File: config.mk
export PLATFORM = sky130hd
export DESIGN_NAME = wrwt_queue
export DESIGN_NICKNAME = d
export VERILOG_FILES = /design/src/hdl/wrwt_queue.sv
export SDC_FILE = /design/constraint.sdc
export NUM_CORES = 1
export LEC_CHECK = 0
export BUFFER_PORTS_ARGS = -buffer_cell sky130_fd_sc_hd__buf_2
export CORE_MARGIN = 2
export CORE_UTILIZATION = 30
export DETAILED_ROUTE_END_ITERATION = 8
export HOLD_SLACK_MARGIN = 0.05
export PLACE_DENSITY_LB_ADDON = 0.08
export RECOVER_POWER = 25
export SETUP_SLACK_MARGIN = 0.15
export SLEW_MARGIN = 20
export SYNTH_ARGS = -nofsm -noshare
export SYNTH_HDL_FRONTEND = slang
export SYNTH_SLANG_ARGS = --single-unit
File: constraint.sdc
create_clock -name i_clk -period 2 [get_ports i_clk]
set_clock_uncertainty 0.05 [all_clocks]
set_input_delay 0.4 -clock i_clk [delete_from_list [all_inputs] [get_ports i_clk]]
set_output_delay 0.4 -clock i_clk [all_outputs]
set_load 0.02 [all_outputs]
File: src/hdl/wrwt_queue.sv
// ----------------------------------------------------------------------------
// wrwt_queue
// Two-entry queue between the classifier and the table engine.
// ----------------------------------------------------------------------------
module wrwt_queue #(
    parameter int WIDTH = 8
) (
    input  logic             i_clk,
    input  logic             i_rst_n,
    input  logic             i_push,
    input  logic [WIDTH-1:0] i_data,
    output logic             o_full,
    input  logic             i_pop,
    output logic             o_valid,
    output logic [WIDTH-1:0] o_data
);
    logic [WIDTH-1:0] r_slot [2];
    logic             r_wr_ptr;
    logic             r_rd_ptr;
    logic [1:0]       r_count;
    logic             do_push;
    logic             do_pop;

    assign o_full  = (r_count == 2'd2);
    assign o_valid = (r_count != 2'd0);
    assign o_data  = r_slot[r_rd_ptr];
    assign do_push = i_push && !o_full;
    assign do_pop  = i_pop && o_valid;

    // Store pushed word
    always_ff @(posedge i_clk) begin
        if (do_push) begin
            r_slot[r_wr_ptr] <= i_data;
        end
    end

    // Advance pointers and fill count
    always_ff @(posedge i_clk) begin
        if (!i_rst_n) begin
            r_wr_ptr <= 1'b0;
            r_rd_ptr <= 1'b0;
            r_count  <= 2'd0;
        end else begin
            if (do_push) begin
                r_wr_ptr <= ~r_wr_ptr;
            end
            if (do_pop) begin
                r_rd_ptr <= ~r_rd_ptr;
            end
            case ({do_push, do_pop})
                2'b10:   r_count <= r_count + 2'd1;
                2'b01:   r_count <= r_count - 2'd1;
                default: r_count <= r_count;
            endcase
        end
    end

endmodule

==> results of run 1 <==
## routing by layer
layer,global-route usage,share of wire,vias up
li1,-,-,232
met1,0.1046,0.47,213
met2,0.1259,0.48,13
met3,0.02093,0.056,0
met4,0.03136,0,0
met5,0,0,-
## timing repair
item | CTS | global route
setup endpoints to repair | 8 | 0
gates resized for setup | 1 | 0
buffers inserted | 0 | 0
hold buffers | 0 | 0
## metrics by stage
stage               total power [mW]  instance area [sq um]
global placement               1.084                  943.4
CTS                            1.281                  970.9
global route                   1.332                  967.2
finish                         1.253                  967.2
detailed placement             1.079                  943.4
floorplan                     0.9528                  804.5
## power by group through the flow
| stage | Sequential, mW | Combinational, mW | Clock (mW) |
|---|---|---|---|
| 2_1_floorplan | 0.602 | 0.351 | 0 |
| 3_5_place_dp | 0.636 | 0.442 | 0 |
| 5_1_grt | 0.639 | 0.475 | 0.218 |
| 3_3_place_gp | 0.639 | 0.445 | 0 |
| 6_report | 0.627 | 0.436 | 0.191 |
| 4_1_cts | 0.630 | 0.445 | 0.207 |
## flip-flops by register name (all words and copies together) (netlist names), named ones only
| name | flops |
|---|---|
| r_rd_ptr | 1 |
| r_wr_ptr | 1 |
| r_slot | 16 |
| r_count | 2 |
## cell usage after synthesis
cell      count  share of area
nor2_1        3          0.014
a21oi_1       2          0.012
o21a_1        1         0.0093
xnor2_1       2          0.022
dfxtp_1       5           0.12
and3_1        1         0.0078
nand2_1       1         0.0047
edfxtp_1     16           0.60
o21ai_0       2          0.012
or2_2         1         0.0078
ha_1          1          0.016
inv_1         3          0.014
nand2b_2      1          0.011
xor2_1        1          0.011
mux2_2        8           0.11
clkbuf_1      1         0.0047
or3_1         2          0.016
inv_2         1         0.0047
## path summary, 6_finish.rpt
| check | from | endpoint | slack [ns] |
|---|---|---|---|
| setup / recovery | flop | o_data[6] | 0.28 |
| hold / removal | i_data[5] | r_slot[0][5] | 0.25 |
| setup reg to reg | r_count[0] | r_slot[0][3] | 0.41 |
| hold reg to reg | r_wr_ptr | r_wr_ptr | 0.45 |
## final cells by class
class                   count  area [sq um]
repair buffers             21         101.3
fillers                   266          1533
clock buffers               4         26.28
well taps                  30         37.54
flip-flops and latches     21         581.8
multi-input cells          26         205.2
inverters                   4         15.01
## critical path, cell delays in order (launching register included)
cell and delay (ns):
dfxtp_2 0.46, mux2_2 0.37, buf_2 0.16
## logic make-up after synthesis
logic type,count (synthesis)
flip-flops,21
AND/OR/NAND/NOR,9
multiplexers,8
AO/OA/AOI/OAI,5
buffers and inverters,5
XOR/XNOR,3
adder cells (fa/ha/maj),1
==> flow_summary.toml, run 1 <==
[cells_and_area]
area_delta_synth_final_pct = 20.22
fin_util = 0.3869
final_common_cell = "buf_2"
diodes = 0
drive_gt1_frac = 0.4342
fin_cells = 106
final_cell_mix = "18 x buf_2, 16 x edfxtp_1, 8 x mux2_2"
num-nets-final = 90

[synthesis]
ys_seq_area_frac = 0.7216
synth_top_family_by_area = "multiplexers"
synth_fa_ha_area_frac = 0.01555
synth_cell_types = 18
synth-compound-area-share = 0.03421
synthXorXnorAreaFrac = 0.03266
syn_inst = 52
synth_area_sq_um = 804.5
syn_avg_cell_area_sq_um = 15.47
synth-simple-area-share = 0.06065
synth.area.mux_share = 0.1120
syn-num-nets = 65
ys_warn_count = 0
ys_ff_latch = 21

[routing]
antenna_left = 0
viasPerCell = 4.321
wirelength_um = 1232
drt_iter0_markers = 8
drc_errors = 0
wl_per_cell_um = 11.62
vias = 458
drt_first_pass_iters = 2

[global_routing]
grt_use_total = 0.07990
grt_pass1_wl_um = 1904
grt_pass1_vias = 416
grt_overflow = 0
grt_max_degree = 12
antenna_found_initial = 0

[cts]
clock_path_buffers = 2
cts_tree = "built"
cts_root_buf = "clkbuf_4"
clock_latency_ns = 0.29
clkTransAtPathRegs_ns = 0.11
numCtsBuffers = 3
htreeDepth = 1
clock_sinks = 21

[critical_path]
cp-start-kind = "flop"
end_kind = "primary output"
crit_required_ns = 1.55
worst-setup-path-type = "reg -> out"
crit_path_max_fanout = 8
ff2ff_path_depth = 4
arrival_ns = 1.27

[timing]
timing.final.hold_violations = 0
setup_violations = 0
grt_setup_unrepaired = "false"
tightest_slew_ns = 0.4004
final_max_slew_viol_count = 0
period_minus_slack_ns = 1.722
finalSetupTns_ns = 0
period_share = 0.8609
hold_ws_ns = 0.2461
max_freq_mhz = 580.8
relSlewSlack = 0.7331
finalWorstSetupSlack_ns = 0.2782

[floorplanning]
coreArea_sq_mm = 0.002500
std_cell_rows = 18
die-area_sq_mm = 0.003112
fp.dieH_um = 55.79
start_util = 0.3218
io_pins = 22
die_w_um = 55.79

[placed_design]
gp_congestion = 0.6175
place_hpwl_um = 903.4
io_buffers = 21
post-place-ws_ns = 0.3864
place_inst = 102

[status]
outcome = "finished, final reports clean"

[pwr]
peakVddDrop_uv = 596.8
power_frac_clock = 0.153
powerDensity_mw_per_mm2 = 1296
p_comb_frac = 0.348
p_seq_frac = 0.500
intPower_mw = 0.8393
switchingPower_mw = 0.4141
swShare = 0.3304
p_leak_nw = 0.3850

[worst_hold_path]
whs_path_depth = 1
hp-class = "in -> reg"

[run]
max-cap-violations = 0
No activity file was read; power rests on OpenSTA's default activity.
==> run 2, diff against run 1 <==
clock period = 1.7 ns   (was 2 ns; I/O delays follow)
==> flow_summary.toml, run 2 (synthesis gave the netlist of run 1 again) <==
[timing]
period_share = 0.9455
relSlewSlack = 0.7234
period_minus_slack_ns = 1.607
tightest_slew_ns = 0.4150
final_max_slew_viol_count = 0
grt_setup_unrepaired = "true"
finalSetupTns_ns = 0
timing.final.hold_violations = 0
max_freq_mhz = 622.2
setup_violations = 0

[cts]
cts_root_buf = "clkbuf_4"
clkTransAtPathRegs_ns = 0.11
clock_latency_ns = 0.30
clock_path_buffers = 2
clock_sinks = 21
cts_tree = "built"
htreeDepth = 1
cts_hold_buffers = 0
numCtsBuffers = 3

[pwr]
switchingPower_mw = 0.5521
peakVddDrop_uv = 778.1
power_frac_clock = 0.136
p_leak_nw = 0.4420
p_comb_frac = 0.420
powerDensity_mw_per_mm2 = 1576
swShare = 0.3226
power.total_mw = 1.711
p_seq_frac = 0.444
intPower_mw = 1.159

[run]
max-cap-violations = 0

[routing]
viasPerCell = 4.407
drc_errors = 0
wirelength_um = 1309
drt_iter0_markers = 7
vias = 476
wl_per_cell_um = 12.12
antenna_left = 0
drt_first_pass_iters = 3

[floorplanning]
start_util = 0.3218
coreArea_sq_mm = 0.002500
die_w_um = 55.79
die-area_sq_mm = 0.003112
fp.dieH_um = 55.79
io_pins = 22
std_cell_rows = 18

[critical_path]
cp-start-kind = "flop"
critPathBufInv = 1
cp_top_family = "flip-flops"
end_kind = "primary output"
cp_slowest_stage_delay_ns = 0.46
arrival_ns = 1.22
cp_slowest_cell = "dfxtp_4"
crit_required_ns = 1.31
rrSetupSlack_ns = 0.21
crit_path_max_fanout = 8
worst-setup-path-type = "reg -> out"
reg2reg_from = "r_count[0]"
path_cells = "mux2_4 > buf_6"

[cells_and_area]
diodes = 0
num-nets-final = 92
reg.largest.list = "r_slot (16), r_count (2)"
final_common_cell = "edfxtp_1"
largest_register_ffs = 16
drive_gt1_frac = 0.5256
final_cell_mix = "16 x edfxtp_1, 10 x buf_2, 8 x mux2_4, 8 x buf_6"
area_delta_synth_final_pct = 34.99
largest-register = "r_slot"

[worst_hold_path]
hp-class = "in -> reg"
hp-start = "i_data[5]"

[placed_design]
io_buffers = 21
gp_congestion = 0.6352
place_hpwl_um = 935.3

[global_routing]
grt_use_total = 0.09363
grt_pass1_vias = 458
grt_pass1_wl_um = 2214
grt_overflow = 0
grt_max_degree = 13
antenna_found_initial = 0

[status]
outcome = "finished, final reports clean"
[run 2: repair_timing]
item	4_1_cts	5_1_grt
resized for setup	29	3
buffers inserted	1	1
endpoints found under the setup margin	17	9
pin swaps	1	0
[run 2: per-stage QoR]
step	hold WS (ns)	util	cell area (sq um)	cells	worst slack [ns]
6_report	0.1673	0.4344	1086	108	0.09270
5_1_grt	0.1479	0.4344	1086	108	0.03359
4_1_cts	0.1453	0.4259	1065	107	0.05618
3_5_place_dp	0.4323	0.3774	943.4	102	0.1074
3_3_place_gp	0.4331	0.3774	943.4	102	0.1593
2_1_floorplan	0.3889	-	804.5	52	0.2154
[run 2: worst paths after layout]
kind	endpoint	cells after the start
worst min-delay path	r_slot[0][5]	1
worst max-delay path	o_data[4]	2
worst min register to register	r_wr_ptr	2
worst max register to register	r_count[1]	5
[run 2: layout make-up]
class / instances / area, sq um
clock buffer: 3 / 22.52
clock inverter: 1 / 5.005
fill: 229 / 1414
inverter: 4 / 15.01
multi-input combinational: 26 / 250.2
sequential: 21 / 589.3
tap: 30 / 37.54
timing repair buffer: 23 / 166.4
[run 2: power groups by stage]
stage	sequential [mW]	combinational (mW)	clock, mW
6_report	0.759	0.719	0.233
5_1_grt	0.778	0.771	0.267
4_1_cts	0.760	0.677	0.257
3_5_place_dp	0.752	0.521	0
3_3_place_gp	0.749	0.519	0
2_1_floorplan	0.708	0.413	0
[run 2: layer usage]
metal,up-vias,global-route usage,share of wire
met5,-,0,0
met4,0,0.02091,0.0076
met1,222,0.1193,0.45
li1,236,-,-
met3,2,0.05349,0.072
met2,16,0.1378,0.47
==> run 3, diff against run 2 <==
--- a/config.mk
+++ b/config.mk
@@ -13,5 +13,5 @@
 export PLACE_DENSITY_LB_ADDON = 0.08
 export RECOVER_POWER = 25
-export SETUP_SLACK_MARGIN = 0.15
+export SETUP_SLACK_MARGIN = 0.3
 export SLEW_MARGIN = 20
 export SYNTH_ARGS = -nofsm -noshare
--- a/constraint.sdc
+++ b/constraint.sdc
@@ -3,3 +3,3 @@
 set_input_delay 0.34 -clock i_clk [delete_from_list [all_inputs] [get_ports i_clk]]
 set_output_delay 0.34 -clock i_clk [all_outputs]
-set_load 0.02 [all_outputs]
+set_load 0.005 [all_outputs]
==> flow_summary.toml, run 3 (synthesis gave the netlist of run 1 again) <==
[status]
outcome = "finished, final reports clean"

[floorplanning]
die-area_sq_mm = 0.003112
coreArea_sq_mm = 0.002500
fp.dieH_um = 55.79
io_pins = 22
std_cell_rows = 18
start_util = 0.3218
die_w_um = 55.79

[routing]
drt_first_pass_iters = 3
vias = 490
wirelength_um = 1311
drc_errors = 0
wl_per_cell_um = 11.92
antenna_left = 0
drt_iter0_markers = 2
viasPerCell = 4.455

[cells_and_area]
final_cell_mix = "16 x edfxtp_1, 10 x buf_2, 9 x buf_6"
area_delta_synth_final_pct = 41.68
reg.largest.list = "r_slot (16), r_count (2)"
fin_cells = 110
largest_register_ffs = 16
n_fill_cell = 229
drive_gt1_frac = 0.5625
largest-register = "r_slot"
final_common_cell = "edfxtp_1"
num-nets-final = 94
diodes = 0

[pwr]
intPower_mw = 1.242
switchingPower_mw = 0.4571
power.total_mw = 1.699
swShare = 0.2691
power_frac_clock = 0.131
peakVddDrop_uv = 837.7
p_seq_frac = 0.456
powerDensity_mw_per_mm2 = 1491
p_leak_nw = 0.4603
p_comb_frac = 0.413

[placed_design]
gp_congestion = 0.6237
place_inst = 102
place_hpwl_um = 903.1
io_buffers = 21
post-place-ws_ns = 0.1813

[cts]
htreeDepth = 1
cts_root_buf = "clkbuf_4"
cts_tree = "built"
clock_latency_ns = 0.29
cts_hold_buffers = 0
clock_path_buffers = 2
numCtsBuffers = 3
clock_sinks = 21
clkTransAtPathRegs_ns = 0.11

[worst_hold_path]
hp-class = "in -> reg"

[critical_path]
worst-setup-path-type = "reg -> out"
arrival_ns = 1.18
crit_path_max_fanout = 8
end_kind = "primary output"
crit_required_ns = 1.31
cp-start-kind = "flop"

[run]
max-cap-violations = 0

[timing]
final_max_slew_viol_count = 0
max_freq_mhz = 635.1
finalWorstSetupSlack_ns = 0.1254
timing.final.hold_violations = 0
setup_violations = 0
relSlewSlack = 0.7337
tightest_slew_ns = 0.3994
period_minus_slack_ns = 1.575
finalSetupTns_ns = 0
grt_setup_unrepaired = "true"
period_share = 0.9262

[global_routing]
grt_pass1_wl_um = 2270
antenna_found_initial = 0
grt_max_degree = 12
grt_use_total = 0.09430
grt_pass1_vias = 523
grt_overflow = 0
## run 3: path summary, 6_finish.rpt
kind                                  from      endpoint  slack, ns  cells after the start
worst max-delay path                  flop     o_data[6]       0.13                      2
worst min-delay path             i_data[7]  r_slot[0][7]       0.19                      1
worst max register to register  r_count[0]    r_count[1]       0.30                      5
worst min register to register    r_wr_ptr      r_wr_ptr       0.46                      2
## run 3: power by group through the flow
| stage | clock network, mW | logic (mW) | registers (mW) |
|---|---|---|---|
| floorplan | 0 | 0.313 | 0.715 |
| global route | 0.255 | 0.761 | 0.793 |
| global placement | 0 | 0.419 | 0.756 |
| detailed placement | 0 | 0.420 | 0.756 |
| CTS | 0.238 | 0.664 | 0.774 |
| finish | 0.223 | 0.701 | 0.775 |
## run 3: stage by stage
step	utilization	area, sq um	hold WS, ns
after floorplan	-	813.3	0.3889
after global placement	0.3809	952.2	0.4360
after detailed placement	0.3809	952.2	0.4379
after CTS	0.4454	1114	0.1766
after global routing	0.4560	1140	0.1705
final	0.4560	1140	0.1898
## run 3: cell type report
cell class                 count  area (sq um)  area share
tap                           30         37.54     0.03293
inverter                       4         20.02     0.01756
timing repair buffer          25         188.9      0.1658
sequential                    21         591.8      0.5192
clock buffer                   4         26.28     0.02305
multi-input combinational     26         275.3      0.2415
## run 3: repair_timing
| item | 4_1_cts | 5_1_grt |
|---|---|---|
| pin swaps | 5 | 5 |
| setup endpoints to repair | 18 | 18 |
| gates resized for setup | 25 | 6 |
| setup buffers | 4 | 0 |
## run 3: worst max-delay path, stage by stage (launching register included)
cell and delay (ns):
dfxtp_4 0.46, mux2_4 0.33, buf_6 0.12
## run 3: metal layers
| metal | track usage | vias to the layer above | routed length [um] |
|---|---|---|---|
| met1 | 0.1200 | 232 | 573 |
| li1 | - | 245 | - |
| met4 | 0.04181 | 0 | 5 |
| met2 | 0.1514 | 11 | 673 |
| met5 | 0 | - | 0 |
| met3 | 0.02326 | 2 | 58 |
